[src/hw/rtl/oab_pkg.sv]
// oab_pkg: shared types and constants for the overlay alpha blend block.
// Depends on nothing; used by the interfaces and every module in hw/rtl.
package oab_pkg;

    localparam int CfgIdxW   = 2;
    localparam int CfgDataW  = 13;
    localparam int CoordW    = 12;
    localparam int ChanW     = 8;
    localparam int NumChan   = 3;
    localparam int ProdW     = 2 * ChanW;
    localparam int WinW      = CfgDataW + 2;

    localparam logic [ChanW-1:0] ChanMax = 8'd255;

    localparam logic [CfgIdxW-1:0] CFG_OFFSET_COL     = 2'd0;
    localparam logic [CfgIdxW-1:0] CFG_OFFSET_ROW     = 2'd1;
    localparam logic [CfgIdxW-1:0] CFG_OVERLAY_WIDTH  = 2'd2;
    localparam logic [CfgIdxW-1:0] CFG_OVERLAY_HEIGHT = 2'd3;

    typedef struct packed {
        logic signed [CfgDataW-1:0] offset_col;
        logic signed [CfgDataW-1:0] offset_row;
        logic        [CfgDataW-1:0] overlay_width;
        logic        [CfgDataW-1:0] overlay_height;
    } oab_cfg_t;

    typedef struct packed {
        logic [CoordW-1:0]             pixel_col;
        logic [CoordW-1:0]             pixel_row;
        logic [NumChan-1:0][ChanW-1:0] back;
        logic [NumChan-1:0][ChanW-1:0] over;
        logic [ChanW-1:0]              alpha;
    } oab_pix_t;

    typedef struct packed {
        logic [NumChan-1:0][ChanW-1:0] back;
        logic [NumChan-1:0][ChanW-1:0] over;
        logic [ChanW-1:0]              alpha;
        logic                          hit;
    } oab_win_t;

    typedef struct packed {
        logic [NumChan-1:0][ChanW-1:0] chan;
        logic                          in_window;
    } oab_res_t;

endpackage

[src/hw/rtl/oab_pix_if.sv]
// oab_pix_if / oab_res_if: valid/ready channels for pixel transactions and results.
// Depends on oab_pkg for field widths.
interface oab_pix_if;
    logic                           valid;
    logic                           ready;
    logic [oab_pkg::CoordW-1:0]     pixel_col;
    logic [oab_pkg::CoordW-1:0]     pixel_row;
    logic [oab_pkg::ChanW-1:0]      back_ch0;
    logic [oab_pkg::ChanW-1:0]      back_ch1;
    logic [oab_pkg::ChanW-1:0]      back_ch2;
    logic [oab_pkg::ChanW-1:0]      over_ch0;
    logic [oab_pkg::ChanW-1:0]      over_ch1;
    logic [oab_pkg::ChanW-1:0]      over_ch2;
    logic [oab_pkg::ChanW-1:0]      over_alpha;

    modport source (
        output valid, pixel_col, pixel_row, back_ch0, back_ch1, back_ch2,
               over_ch0, over_ch1, over_ch2, over_alpha,
        input  ready
    );
    modport sink (
        input  valid, pixel_col, pixel_row, back_ch0, back_ch1, back_ch2,
               over_ch0, over_ch1, over_ch2, over_alpha,
        output ready
    );
endinterface

interface oab_res_if;
    logic                           valid;
    logic                           ready;
    logic [oab_pkg::ChanW-1:0]      out_ch0;
    logic [oab_pkg::ChanW-1:0]      out_ch1;
    logic [oab_pkg::ChanW-1:0]      out_ch2;
    logic                           in_window;

    modport source (
        output valid, out_ch0, out_ch1, out_ch2, in_window,
        input  ready
    );
    modport sink (
        input  valid, out_ch0, out_ch1, out_ch2, in_window,
        output ready
    );
endinterface

[src/hw/rtl/oab_cfg_regs.sv]
// oab_cfg_regs: placement registers written through the plain write port.
// Depends on oab_pkg; dimensions saturate at MAX_DIM.
module oab_cfg_regs #(
    parameter int MAX_DIM = 4096
) (
    input  logic                          clk,
    input  logic                          rst_n,
    input  logic                          cfg_we,
    input  logic [oab_pkg::CfgIdxW-1:0]   cfg_index,
    input  logic [oab_pkg::CfgDataW-1:0]  cfg_wdata,
    output oab_pkg::oab_cfg_t             cfg
);

    oab_pkg::oab_cfg_t          cfg_reg;
    oab_pkg::oab_cfg_t          cfg_next;
    logic [oab_pkg::CfgDataW-1:0] dim_clamped;

    always_comb
    begin
        if ({19'b0, cfg_wdata} > 32'(MAX_DIM))
        begin
            dim_clamped = oab_pkg::CfgDataW'(MAX_DIM);
        end
        else
        begin
            dim_clamped = cfg_wdata;
        end
    end

    always_comb
    begin
        cfg_next = cfg_reg;
        if (cfg_we)
        begin
            unique case (cfg_index)
                oab_pkg::CFG_OFFSET_COL:     cfg_next.offset_col     = $signed(cfg_wdata);
                oab_pkg::CFG_OFFSET_ROW:     cfg_next.offset_row     = $signed(cfg_wdata);
                oab_pkg::CFG_OVERLAY_WIDTH:  cfg_next.overlay_width  = dim_clamped;
                oab_pkg::CFG_OVERLAY_HEIGHT: cfg_next.overlay_height = dim_clamped;
                default:                     cfg_next = cfg_reg;
            endcase
        end
    end

    always_ff @(posedge clk or negedge rst_n)
    begin
        if (!rst_n)
        begin
            cfg_reg <= '0;
        end
        else
        begin
            cfg_reg <= cfg_next;
        end
    end

    assign cfg = cfg_reg;

endmodule

[src/hw/rtl/oab_window_stage.sv]
// oab_window_stage: first pipeline stage, window test and payload capture.
// Depends on oab_pkg.
module oab_window_stage (
    input  logic                 clk,
    input  logic                 rst_n,
    input  oab_pkg::oab_cfg_t    cfg,
    input  oab_pkg::oab_pix_t    pix,
    input  logic                 up_valid,
    output logic                 up_ready,
    output oab_pkg::oab_win_t    win,
    output logic                 dn_valid,
    input  logic                 dn_ready
);

    logic signed [oab_pkg::WinW-1:0] col_s;
    logic signed [oab_pkg::WinW-1:0] row_s;
    logic signed [oab_pkg::WinW-1:0] col_lo;
    logic signed [oab_pkg::WinW-1:0] row_lo;
    logic signed [oab_pkg::WinW-1:0] col_hi;
    logic signed [oab_pkg::WinW-1:0] row_hi;
    logic                            hit;
    logic                            valid_reg;
    logic                            valid_next;
    oab_pkg::oab_win_t               win_reg;
    oab_pkg::oab_win_t               win_next;

    always_comb
    begin
        col_s  = $signed({3'b000, pix.pixel_col});
        row_s  = $signed({3'b000, pix.pixel_row});
        col_lo = {{2{cfg.offset_col[oab_pkg::CfgDataW-1]}}, cfg.offset_col};
        row_lo = {{2{cfg.offset_row[oab_pkg::CfgDataW-1]}}, cfg.offset_row};
        col_hi = col_lo + $signed({2'b00, cfg.overlay_width});
        row_hi = row_lo + $signed({2'b00, cfg.overlay_height});
        hit    = (col_s >= col_lo) && (col_s < col_hi)
              && (row_s >= row_lo) && (row_s < row_hi);
    end

    assign up_ready = !valid_reg || dn_ready;

    always_comb
    begin
        win_next.back  = pix.back;
        win_next.over  = pix.over;
        win_next.alpha = pix.alpha;
        win_next.hit   = hit;
        valid_next     = up_ready ? up_valid : valid_reg;
    end

    always_ff @(posedge clk or negedge rst_n)
    begin
        if (!rst_n)
        begin
            valid_reg <= 1'b0;
        end
        else
        begin
            valid_reg <= valid_next;
        end
    end

    always_ff @(posedge clk)
    begin
        if (up_ready && up_valid)
        begin
            win_reg <= win_next;
        end
    end

    assign win      = win_reg;
    assign dn_valid = valid_reg;

endmodule

[src/hw/rtl/oab_mix_pipe.sv]
// oab_mix_pipe: multiply stage and sum/divide-by-255 stage feeding the output register.
// Depends on oab_pkg.
module oab_mix_pipe (
    input  logic                 clk,
    input  logic                 rst_n,
    input  oab_pkg::oab_win_t    win,
    input  logic                 up_valid,
    output logic                 up_ready,
    output oab_pkg::oab_res_t    res,
    output logic                 dn_valid,
    input  logic                 dn_ready
);

    localparam int PW = oab_pkg::ProdW;
    localparam int CW = oab_pkg::ChanW;
    localparam int NC = oab_pkg::NumChan;

    // floor(x / 255) for x <= 255*255
    function automatic logic [CW-1:0] div255(input logic [PW-1:0] x);
        logic [PW:0] t;
        t = {1'b0, x} + {{(CW+1){1'b0}}, x[PW-1:CW]} + {{PW{1'b0}}, 1'b1};
        return t[PW-1:CW];
    endfunction

    logic                          m_valid_reg;
    logic                          m_ready;
    logic [NC-1:0][PW-1:0]         pb_reg;
    logic [NC-1:0][PW-1:0]         po_reg;
    logic [NC-1:0][CW-1:0]         mb_reg;
    logic                          m_inside_reg;
    logic [CW-1:0]                 inv_alpha;

    logic                          o_valid_reg;
    logic                          o_ready;
    oab_pkg::oab_res_t             res_reg;
    oab_pkg::oab_res_t             res_next;

    assign o_ready  = !o_valid_reg || dn_ready;
    assign m_ready  = !m_valid_reg || o_ready;
    assign up_ready = m_ready;
    assign inv_alpha = oab_pkg::ChanMax - win.alpha;

    always_ff @(posedge clk or negedge rst_n)
    begin
        if (!rst_n)
        begin
            m_valid_reg <= 1'b0;
            o_valid_reg <= 1'b0;
        end
        else
        begin
            if (m_ready)
            begin
                m_valid_reg <= up_valid;
            end
            if (o_ready)
            begin
                o_valid_reg <= m_valid_reg;
            end
        end
    end

    always_ff @(posedge clk)
    begin
        if (m_ready && up_valid)
        begin
            for (int k = 0; k < NC; k++)
            begin
                pb_reg[k] <= {{CW{1'b0}}, win.back[k]} * {{CW{1'b0}}, inv_alpha};
                po_reg[k] <= {{CW{1'b0}}, win.over[k]} * {{CW{1'b0}}, win.alpha};
            end
            mb_reg       <= win.back;
            m_inside_reg <= win.hit;
        end
    end

    always_comb
    begin
        res_next.in_window = m_inside_reg;
        for (int k = 0; k < NC; k++)
        begin
            if (m_inside_reg)
            begin
                res_next.chan[k] = div255(pb_reg[k] + po_reg[k]);
            end
            else
            begin
                res_next.chan[k] = mb_reg[k];
            end
        end
    end

    always_ff @(posedge clk)
    begin
        if (o_ready && m_valid_reg)
        begin
            res_reg <= res_next;
        end
    end

    assign res      = res_reg;
    assign dn_valid = o_valid_reg;

endmodule

[src/hw/rtl/overlay_alpha_blend.sv]
// overlay_alpha_blend: composites an overlay window onto a background pixel stream.
// Stages, each registered: window test, multipliers, sum/divide into the output register.
// Throughput: one transaction per cycle while result.ready does not stall the pipe.
// Reset (rst_n, async low) clears pipeline valid bits and all placement registers.
// Depends on oab_pkg, oab_pix_if/oab_res_if, oab_cfg_regs, oab_window_stage, oab_mix_pipe.
module overlay_alpha_blend #(
    parameter int MAX_DIM = 4096
) (
    input  logic                          clk,
    input  logic                          rst_n,
    input  logic                          cfg_we,
    input  logic [oab_pkg::CfgIdxW-1:0]   cfg_index,
    input  logic [oab_pkg::CfgDataW-1:0]  cfg_wdata,
    oab_pix_if.sink                       pixel,
    oab_res_if.source                     result
);

    oab_pkg::oab_cfg_t  cfg;
    oab_pkg::oab_pix_t  pix;
    oab_pkg::oab_win_t  win;
    logic               win_valid;
    oab_pkg::oab_res_t  res;
    logic               mix_ready;

    oab_cfg_regs #(
        .MAX_DIM (MAX_DIM)
    ) u_cfg (
        .clk       (clk),
        .rst_n     (rst_n),
        .cfg_we    (cfg_we),
        .cfg_index (cfg_index),
        .cfg_wdata (cfg_wdata),
        .cfg       (cfg)
    );

    always_comb
    begin
        pix.pixel_col = pixel.pixel_col;
        pix.pixel_row = pixel.pixel_row;
        pix.back[0]   = pixel.back_ch0;
        pix.back[1]   = pixel.back_ch1;
        pix.back[2]   = pixel.back_ch2;
        pix.over[0]   = pixel.over_ch0;
        pix.over[1]   = pixel.over_ch1;
        pix.over[2]   = pixel.over_ch2;
        pix.alpha     = pixel.over_alpha;
    end

    oab_window_stage u_win (
        .clk      (clk),
        .rst_n    (rst_n),
        .cfg      (cfg),
        .pix      (pix),
        .up_valid (pixel.valid),
        .up_ready (pixel.ready),
        .win      (win),
        .dn_valid (win_valid),
        .dn_ready (mix_ready)
    );

    oab_mix_pipe u_mix (
        .clk      (clk),
        .rst_n    (rst_n),
        .win      (win),
        .up_valid (win_valid),
        .up_ready (mix_ready),
        .res      (res),
        .dn_valid (result.valid),
        .dn_ready (result.ready)
    );

    assign result.out_ch0   = res.chan[0];
    assign result.out_ch1   = res.chan[1];
    assign result.out_ch2   = res.chan[2];
    assign result.in_window = res.in_window;

endmodule
[src/flat_wrapper.sv]
// flat-port wrapper written by rule: the top's interface ports become plain ports
module overlay_alpha_blend_flat 
#(
    parameter int MAX_DIM = 4096
)
  (clk, rst_n, cfg_we, cfg_index, cfg_wdata, pixel_valid, pixel_pixel_col, pixel_pixel_row, pixel_back_ch0, pixel_back_ch1, pixel_back_ch2, pixel_over_ch0, pixel_over_ch1, pixel_over_ch2, pixel_over_alpha, pixel_ready, result_valid, result_out_ch0, result_out_ch1, result_out_ch2, result_in_window, result_ready);
  oab_pix_if pixel_i ();
  oab_res_if result_i ();
  input  logic clk;
  input  logic rst_n;
  input  logic cfg_we;
  input  logic [oab_pkg::CfgIdxW-1:0] cfg_index;
  input  logic [oab_pkg::CfgDataW-1:0] cfg_wdata;
  input wire logic [$bits(pixel_i.valid)-1:0] pixel_valid;
  input wire logic [$bits(pixel_i.pixel_col)-1:0] pixel_pixel_col;
  input wire logic [$bits(pixel_i.pixel_row)-1:0] pixel_pixel_row;
  input wire logic [$bits(pixel_i.back_ch0)-1:0] pixel_back_ch0;
  input wire logic [$bits(pixel_i.back_ch1)-1:0] pixel_back_ch1;
  input wire logic [$bits(pixel_i.back_ch2)-1:0] pixel_back_ch2;
  input wire logic [$bits(pixel_i.over_ch0)-1:0] pixel_over_ch0;
  input wire logic [$bits(pixel_i.over_ch1)-1:0] pixel_over_ch1;
  input wire logic [$bits(pixel_i.over_ch2)-1:0] pixel_over_ch2;
  input wire logic [$bits(pixel_i.over_alpha)-1:0] pixel_over_alpha;
  output wire logic [$bits(pixel_i.ready)-1:0] pixel_ready;
  output wire logic [$bits(result_i.valid)-1:0] result_valid;
  output wire logic [$bits(result_i.out_ch0)-1:0] result_out_ch0;
  output wire logic [$bits(result_i.out_ch1)-1:0] result_out_ch1;
  output wire logic [$bits(result_i.out_ch2)-1:0] result_out_ch2;
  output wire logic [$bits(result_i.in_window)-1:0] result_in_window;
  input wire logic [$bits(result_i.ready)-1:0] result_ready;
  assign pixel_i.valid = pixel_valid;
  assign pixel_i.pixel_col = pixel_pixel_col;
  assign pixel_i.pixel_row = pixel_pixel_row;
  assign pixel_i.back_ch0 = pixel_back_ch0;
  assign pixel_i.back_ch1 = pixel_back_ch1;
  assign pixel_i.back_ch2 = pixel_back_ch2;
  assign pixel_i.over_ch0 = pixel_over_ch0;
  assign pixel_i.over_ch1 = pixel_over_ch1;
  assign pixel_i.over_ch2 = pixel_over_ch2;
  assign pixel_i.over_alpha = pixel_over_alpha;
  assign pixel_ready = pixel_i.ready;
  assign result_valid = result_i.valid;
  assign result_out_ch0 = result_i.out_ch0;
  assign result_out_ch1 = result_i.out_ch1;
  assign result_out_ch2 = result_i.out_ch2;
  assign result_in_window = result_i.in_window;
  assign result_i.ready = result_ready;
  overlay_alpha_blend #(.MAX_DIM(MAX_DIM)) u_core (.clk(clk), .rst_n(rst_n), .cfg_we(cfg_we), .cfg_index(cfg_index), .cfg_wdata(cfg_wdata), .pixel(pixel_i), .result(result_i));
endmodule
[config.mk]
export PLATFORM = sky130hd
export DESIGN_NAME = overlay_alpha_blend_flat
export DESIGN_NICKNAME = d
export VERILOG_FILES = /design/src/hw/rtl/oab_pkg.sv /design/src/hw/rtl/oab_pix_if.sv /design/src/hw/rtl/oab_cfg_regs.sv /design/src/hw/rtl/oab_window_stage.sv /design/src/hw/rtl/oab_mix_pipe.sv /design/src/hw/rtl/overlay_alpha_blend.sv /design/src/flat_wrapper.sv
export SDC_FILE = /design/constraint.sdc
export NUM_CORES = 1
export LEC_CHECK = 0
export BUFFER_PORTS_ARGS = -buffer_cell sky130_fd_sc_hd__buf_2
export CAP_MARGIN = 30
export CORE_UTILIZATION = 64
export DETAILED_ROUTE_END_ITERATION = 7
export HOLD_SLACK_MARGIN = 0.03
export PLACE_DENSITY = 0.95
export SYNTH_ARGS = -nofsm -noshare
export SYNTH_HDL_FRONTEND = slang
export SYNTH_SLANG_ARGS = --single-unit
[constraint.sdc]
create_clock -name clk -period 6.53 [get_ports clk]
set_input_delay 1.306 -clock clk [delete_from_list [all_inputs] [get_ports clk]]
set_output_delay 1.306 -clock clk [all_outputs]
set_load 0.02 [all_outputs]
# --- Word-level counts from Yosys, hierarchy flattened ---
# Index checks and enable logic that the tools add are counted.
op_classes:
  muxes: 4
  n_mul: 6
  reduce_logical: 17
  magnitude_cmp: 5
  add_sub_neg: 12
  n_eq_ne: 3
op_table:
  columns: ["cell", "n"]
  rows:
  - ["multiplier 8 x 8 -> 16 bit", 6]
  - ["adder 16 x 1 -> 16 bit (second input constant)", 3]
  - ["adder 16 bit", 3]
  - ["adder 16 x 8 -> 16 bit", 3]
  - ["adder 13 x 14 -> 15 bit", 2]
  - ["less-than comparator 13 x 15 -> 1 bit", 2]
  - [">= comparator 13 bit", 2]
  - ["2-to-1 mux 8 bit", 3]
  - ["greater-than comparator 13 bit (second input constant)", 1]
  - ["2-to-1 mux 13 bit", 1]
  - ["AND reduction 2 bit", 4]
  - ["subtractor 8 bit (first input constant)", 1]
  - ["logical AND 1 bit", 6]
  - ["equality test 2 bit (second input constant)", 2]
  - ["logical NOT 1 bit", 3]
  - ["logical OR 1 bit", 3]
  - ["equality test 2 x 1 -> 1 bit (second input constant)", 1]
  - ["logical NOT 2 bit", 1]
word_totals:
  elab_cells: 76
  register_bits: 258
  input_bits: 100
  out_inout_bits: 27

# --- Depth between registers and ports, before layout ---
# Gate-level depths: netlist (run 1).
depth:
  depth_word: 5
  ltp_mapped: 20
  depth_no_buf: 19

# --- By module ---
# Synthesis (run 1) repeated with hierarchy kept, for this count alone.
unflattened:
  cells_unflattened: 2611
  area_unflattened_um2: 26721.9
modules_own_cells:
  columns: ["mod", "area_each_um2", "cells_per_inst", "n_inst"]
  rows:
  - ["oab_mix_pipe", 20370.8, 2070, 1]
  - ["oab_window_stage", 4129.0, 369, 1]
  - ["oab_cfg_regs", 2222.1, 172, 1]

# --- Worst setup path before layout (run 1) ---
# Ideal clock, no wire load.
synth_path:
  path_kind: "input to register"
  start: "in result_ready"
  end: "reg u_core.u_mix.m_inside_reg, enable pin"
  t_arrival_ns: 4.201
  stages: 3
  n_path_buf: 0
  slack_ns: 1.835
  path_cell_list: "nor2b_1 -> nand2_1 -> and2_1"
synth_between:
  elab_chain_len: 3
synth_lines:
  columns: ["item", "line_no", "text"]
  rows:
  - ["start: declaration", "flat_wrapper.sv:30", "input wire logic [$bits(result_i.ready)-1:0] result_ready;"]
  - ["logical OR 1 bit", "oab_mix_pipe.sv:38", "assign o_ready = !o_valid_reg || dn_ready;"]
  - ["logical OR 1 bit", "oab_mix_pipe.sv:39", "assign m_ready = !m_valid_reg || o_ready;"]
  - ["logical AND 1 bit", "oab_mix_pipe.sv:65", "if (m_ready && up_valid)"]
  - ["end signal: assignment", "oab_mix_pipe.sv:73", "m_inside_reg <= win.hit;"]
  - ["end: declaration", "oab_mix_pipe.sv:30", "logic m_inside_reg;"]
# Every way passes these cells.
# A chain may end at the register's enable or synchronous reset.

# --- Final worst setup path (run 1) ---
layout_path:
  start: "reg u_core.u_win.win_reg, in the netlist u_core.u_win.win[5]"
  end: "reg u_core.u_mix.pb_reg[47] (netlist name) (data pin)"
layout_between:
  elab_chain_len: 2
layout_lines:
  columns: ["item", "line_no", "text"]
  rows:
  - ["start: declaration", "oab_window_stage.sv:24", "oab_pkg::oab_win_t win_reg;"]
  - ["start signal: assignment", "oab_window_stage.sv:66", "win_reg <= win_next;"]
  - ["subtractor 8 bit", "oab_mix_pipe.sv:41", "assign inv_alpha = oab_pkg::ChanMax - win.alpha;"]
  - ["multiplier 8 x 8 -> 16 bit", "oab_mix_pipe.sv:69", "pb_reg[k] <= {{CW{1'b0}}, win.back[k]} * {{CW{1'b0}}, inv_alpha};"]
  - ["end signal: indexed assignment", "oab_mix_pipe.sv:69", null]
  - ["end: declaration", "oab_mix_pipe.sv:27", "logic [NC-1:0][PW-1:0] pb_reg;"]
# Every way passes these cells.

==> results of run 1 <==
==> logic make-up after synthesis <==
| kind of cell | count (synthesis) | synth area share, % |
|---|---|---|
| XOR/XNOR | 123 | 4.10 |
| multiplexers | 24 | 1.00 |
| adder cells (fa/ha/maj) | 575 | 33.5 |
| flip-flops | 258 | 28.3 |
| buffers and inverters | 442 | 6.29 |
| AO/OA/AOI/OAI | 408 | 10.2 |
| AND/OR/NAND/NOR | 797 | 16.6 |
==> worst max-delay path by stage <==
stage	from	to	slack, ps	depth (start not counted)
after floorplan	result_ready	u_core.u_mix.m_inside_reg	1830	3
after global placement	u_core.u_win.win[4]	u_core.u_mix.pb_reg[47]	1360	17
after detailed placement	u_core.u_win.win[5]	u_core.u_mix.pb_reg[47]	1030	17
after CTS	u_core.u_win.win[5]	u_core.u_mix.pb_reg[47]	820	17
after global routing	u_core.u_win.win[5]	u_core.u_mix.pb_reg[47]	490	17
final	u_core.u_win.win[5]	u_core.u_mix.pb_reg[47]	680	17
==> area by class of cell <==
cell class | instances | area (sq um) | area share, %
clock inverter | 20 | 164 | 0.571
timing repair buffer | 147 | 808 | 2.81
clock buffer | 37 | 862 | 3.00
antenna | 2 | 5.00 | 0.0174
multi-input combinational | 1927 | 17300 | 60.3
inverter | 383 | 1440 | 5.00
sequential | 258 | 7470 | 26.0
tap | 532 | 666 | 2.32
==> power groups by stage <==
stage	sequential (mW)	clock [mW]	combinational [mW]
2_1_floorplan	2.71	0	6.36
3_3_place_gp	2.75	0	7.74
3_5_place_dp	2.76	0	8.33
4_1_cts	2.73	1.77	8.52
5_1_grt	2.77	1.83	9.56
6_report	2.75	1.75	8.71
==> cells in the final DEF (no fill, tap or decap), types with 24 or more instances in the layout <==
master	netlist	routed
a21boi_0	24	24
a21o_1	37	37
a21oi_1	85	85
and2_1	160	158
buf_2	2	126
clkbuf_16	0	34
dfrtp_1	55	55
edfxtp_1	203	203
fa_1	221	221
ha_1	353	353
inv_1	383	383
nand2_1	116	116
nand2b_1	78	78
nand3_1	30	30
nor2_1	126	126
nor2b_1	185	185
nor3_1	32	32
o21a_1	27	27
o21ai_0	109	109
xnor2_1	92	92
xor2_1	30	30
==> critical path, cell delays in order, from the launching register on <==
cell and delay (ps):
edfxtp_1 940, buf_4 380, nand2b_1 160, fa_1 460, fa_1 540, inv_1 50
fa_1 490, inv_1 60, fa_1 480, inv_1 40, ha_1 310, a21boi_0 170
o21ai_0 280, a21boi_0 220, o21ai_0 300, a21oi_1 150, o41ai_1 420, xnor2_1 120
==> metrics by stage <==
step | instance area, sq um | total power [mW] | util [%] | hold WS [ps]
floorplan | 26400 | 9.07 | - | 400
global placement | 27700 | 10.5 | 67.8 | 406
detailed placement | 27700 | 11.1 | 67.8 | 406
CTS | 28700 | 13.0 | 70.3 | 420
global route | 28700 | 14.2 | 70.4 | 431
finish | 28700 | 13.2 | 70.4 | 419
==> routing by layer <==
metal | up-vias | GRT usage (%)
li1 | 9064 | -
met1 | 9766 | 39.7
met2 | 965 | 51.7
met3 | 243 | 5.31
met4 | 0 | 13.8
met5 | - | 0
==> results_dict.tcl, run 1 <==
set metrics [dict create \
    yosys.cell_types.count 82 \
    syn_to_final_growth_pct 8.66 \
    m1WireLength_mm 25.2 \
    clock.fmax_ghz 0.171 \
    route.detailed.drc 0 \
    ctsHoldBuffers 0 \
    synth.yosys.warnings 0 \
    rows 74 \
    tightest_slew_ps 938 \
    worstHoldStart "u_core.u_win.win[0]" \
    synth_edf_count 203 \
    cp.arrival_ps 6170 \
    yosysTopAreaCell "edfxtp_1" \
    dp_hpwl_mm 48.0 \
    maxCapViolations 0 \
    relSlewSlack_pct 37.5 \
    insertion_delay_ps 590 \
    numPlacedInstances 3247 \
    hp-class "flip-flop to flip-flop" \
    setup_ws_ps 684 \
    numCtsBuffers 31 \
    outcome "complete, no violations" \
    fillers 2589 \
    power_frac_clock_pct 13.3 \
    via_per_inst 6.06 \
    r2r_end "u_core.u_mix.pb_reg[47]" \
    reg2reg_from "u_core.u_win.win[5]" \
    gp_congestion 0.911 \
    synth_ff_type "edfxtp_1" \
    switching_share_pct 46.0 \
    initial_core_util_pct 64.8 \
    worstSetupEndpointType "flip-flop" \
    ir_worst_vdd_mv 0.369 \
    grt.overflow.total 0 \
    cts_sinks 258 \
    wl_met3_mm 5.51 \
    drt_iter0_markers 1556 \
    io_pins 127 \
    yosysSeqAreaShare_pct 28.3 \
    nets 3422 \
    first_pass_iters 6 \
    netlist_area_sq_mm 0.0264 \
    power.leakage_nw 13.4 \
    min_period_ps 5850 \
    r2r_cells 17 \
    clk_pin_slew_ps 60 \
    maxUsedRoutingLayer "met4" \
    path_max_fanout 25 \
    synth_cells 2627 \
    cp.required_ps 6850 \
    postCtsSetupBuffers 0 \
    intPower_mw 7.13 \
    report.final.slew_viol_count 0 \
    rsz0062_at_grt "false" \
    post-place-ws_ps 1030 \
    cts_resized 0 \
    wire_per_inst_um 19.4 \
    power_switching_mw 6.08 \
    fin_skew_ps 23.9 \
    tns_ps 0 \
    yosysMostFrequentCell "inv_1" \
    drive_gt1_share_pct 8.95 \
    wirelength_mm 64.1 \
    synth_nets 3301 \
    htreeDepth 1 \
    grt_pass1_wl_mm 104 \
    die_h_um 205 \
    power_frac_comb_pct 65.9 \
    synth_commonest_cells "inv_1 (383), ha_1 (353), fa_1 (221)" \
    die_w_um 205 \
    worstHoldPathCells 0 \
    routed-wl-met2_mm 30.6 \
    grt_util_all_layers_pct 31.0 \
    num_vias 20038 \
    start_kind "flip-flop" \
    final_cells 3306 \
    cts_tree "done" \
    clockRootBuffer "clkbuf_16" \
    rrSetupSlack_ps 680 \
    syn_area_per_cell_sq_um 10.1 \
    grt_pass1_vias 21047 \
    clockBufferDepth 3 \
    ys_async_sr_fraction_pct 21.3 \
    portBuffers 126 \
    fin_crit_sh_pct 89.5 \
    ys_top_cells_by_area "edfxtp_1 (23%), fa_1 (17%), ha_1 (17%), inv_1 (5.4%), dfrtp_1 (5.2%)" \
    hold_path_end "u_core.u_mix.m_inside_reg" \
    seq_power_share_pct 20.8 \
    core_area_sq_mm 0.0408 \
    die_area_sq_mm 0.0421 \
    critPathKind "flip-flop to flip-flop" \
    largest_reg_flops 57 \
    ant_nets 0 \
    ys_ff_latch 258 \
    grt_max_degree 62 \
    synth_top_area_share_pct 23.1 \
    finalHoldViolCount 0 \
    powerDensity_mw_per_mm2 460 \
    antenna_found_initial 3 \
    setup_viol_count_final 0 \
]
(Power assumes the default switching activity.)
==> run 2: changes to the inputs <==
--- a/config.mk
+++ b/config.mk
@@ -7,8 +7,11 @@
 export LEC_CHECK = 0
 export BUFFER_PORTS_ARGS = -buffer_cell sky130_fd_sc_hd__buf_2
 export CAP_MARGIN = 30
-export CORE_UTILIZATION = 64
+export CELL_PAD_IN_SITES_DETAIL_PLACEMENT = 0
+export CELL_PAD_IN_SITES_GLOBAL_PLACEMENT = 1
+export CORE_UTILIZATION = 51
 export DETAILED_ROUTE_END_ITERATION = 7
+export GPL_TIMING_DRIVEN = 0
 export HOLD_SLACK_MARGIN = 0.03
 export PLACE_DENSITY = 0.95
 export SYNTH_ARGS = -nofsm -noshare
==> run 2 against run 1 <==
Compared with the run above:
- worst hold slack about the same
- critical path type unchanged
- power decreased by 2.2%
- critical path depth unchanged
- largest power group unchanged
- wire length decreased by 1.7%
- count of clock-buffer cells in the layout unchanged
- maximum frequency decreased by 0.16%
- highest routed layer unchanged
==> results_dict.tcl, run 2 (synthesis results as in run 1) <==
set metrics [dict create \
    outcome "complete, no violations" \
    dp_hpwl_mm 49.3 \
    fin_crit_sh_pct 89.7 \
    fillers 4385 \
    die_area_sq_mm 0.0528 \
    dpl_cell_area_sq_mm 0.0280 \
    ctsHoldBuffers 0 \
    htreeDepth 2 \
    clockBufferDepth 3 \
    use_met3_pct 3.42 \
    largest_reg_flops 57 \
    grt_pass1_vias 20432 \
    drive_gt1_share_pct 8.45 \
    cp.arrival_ps 6140 \
    tns_ps 0 \
    register_area_sq_mm 0.00747 \
    drt_iter0_markers 1244 \
    worstSetupEndpointType "flip-flop" \
    final_common_cell "inv_1" \
    slowest_stage "clkbuf_1" \
    portBuffers 126 \
    power_mw 12.9 \
    hp-class "flip-flop to flip-flop" \
    critPathKind "flip-flop to flip-flop" \
    worstHoldPathCells 0 \
    antenna_found_initial 3 \
    min_period_ps 5850 \
    wirelength_mm 63.0 \
    report.final.slew_viol_count 0 \
    grt_util_all_layers_pct 24.7 \
    post-place-ws_ps 727 \
    multi_input_area_sq_mm 0.0173 \
    r2r_cells 17 \
    num_vias 19275 \
    grt.overflow.total 0 \
    die_w_um 230 \
    setup_viol_count_final 0 \
    first_pass_iters 6 \
    gr-usage-met1_pct 33.0 \
    syn_to_final_growth_pct 9.90 \
    insertion_delay_ps 540 \
    grt_pass1_wl_mm 104 \
    power.leakage_nw 13.5 \
    die_h_um 230 \
    grt_most_used_layer "met2" \
    tightest_slew_ps 1050 \
    cts_tree "done" \
    ant_nets 0 \
    use_met2_pct 41.4 \
    rows 83 \
    nets 3466 \
    start_kind "flip-flop" \
    rrSetupSlack_ps 680 \
    finalHoldViolCount 0 \
    core_area_sq_mm 0.0513 \
    clk_pin_slew_ps 70 \
    relSlewSlack_pct 30.1 \
    design_area_sq_mm 0.0291 \
    hold_slack_ps 419 \
    fin_skew_ps 14.7 \
    cts_resized 0 \
    layout_common_cells "inv_1 (383), ha_1 (353), fa_1 (221)" \
    wire_per_inst_um 18.0 \
    clock.fmax_ghz 0.171 \
    powerDensity_mw_per_mm2 445 \
    via_per_inst 5.51 \
    maxCapViolations 0 \
    cts_sinks 258 \
    rsz0062_at_grt "false" \
    route.detailed.drc 0 \
    setup_ws_ps 675 \
    clockRootBuffer "clkbuf_16" \
    slowest_delay_ps 630 \
    crit_chain "clkbuf_1 -> clkbuf_1 -> nor2b_1 -> fa_1 -> fa_1 -> fa_1 -> inv_1 -> fa_1 -> inv_1 -> ha_1 -> a21boi_0 -> o21ai_0 -> a21boi_0 -> o21ai_0 -> a21oi_1 -> o41ai_1 -> xnor2_1" \
    numCtsBuffers 34 \
    initial_core_util_pct 51.5 \
    gp_congestion 0.884 \
    io_pins 127 \
    postCtsSetupBuffers 0 \
    ir_worst_vdd_mv 0.259 \
    cp_common_cell "fa_1" \
    grt_max_degree 63 \
    path_max_fanout 10 \
    cp.required_ps 6810 \
]
[run 2: worst max-delay path: cells and delay by family (launching register included)]
family,cells,cell delay [ps]
compound gates,6,1340
xor+xnor,1,110
fa+ha+maj,5,2280
buf+inv,4,1280
flops,1,420
simple gates,1,160
[run 2: stage by stage]
step | util (%) | std cells
after floorplan | - | 2627
after global placement | 54.4 | 3433
after detailed placement | 54.6 | 3436
after CTS | 56.6 | 3496
after global routing | 56.6 | 3497
final | 56.6 | 3497
[run 2: metal layers]
| metal | routed length, um | vias to the layer above | part of all wire, % |
|---|---|---|---|
| met5 | 0 | - | 0 |
| met4 | 1830 | 0 | 2.9 |
| li1 | - | 9169 | - |
| met1 | 27900 | 9476 | 44 |
| met2 | 29600 | 513 | 47 |
| met3 | 3640 | 117 | 5.8 |
[run 2: path summary, 6_finish.rpt]
kind / startpoint / endpoint
max: u_core.u_win.win[3] / u_core.u_mix.pb_reg[15]
min: u_core.u_win.win[0] / u_core.u_mix.m_inside_reg
max reg2reg: u_core.u_win.win[3] / u_core.u_mix.pb_reg[15]
min reg2reg: u_core.u_win.win[0] / u_core.u_mix.m_inside_reg
max in group asynchronous: rst_n / u_core.u_cfg.cfg[13]
min in group asynchronous: rst_n / u_core.u_cfg.cfg[27]
[run 2: power breakdown]
part | internal (mW) | switching (mW)
registers | 2.46 | 0.261
logic | 3.61 | 4.77
clock network | 1.06 | 0.757
total | 7.13 | 5.79
[run 2: layout make-up]
| cell class | count | share of cell area [%] |
|---|---|---|
| sequential | 258 | 25.7 |
| buffer | 59 | 0.775 |
| inverter | 383 | 4.95 |
| clock inverter | 23 | 0.633 |
| clock buffer | 37 | 3.04 |
| multi-input combinational | 1927 | 59.6 |
| timing repair buffer | 129 | 2.39 |
| antenna | 1 | 0.00861 |
| tap | 680 | 2.93 |
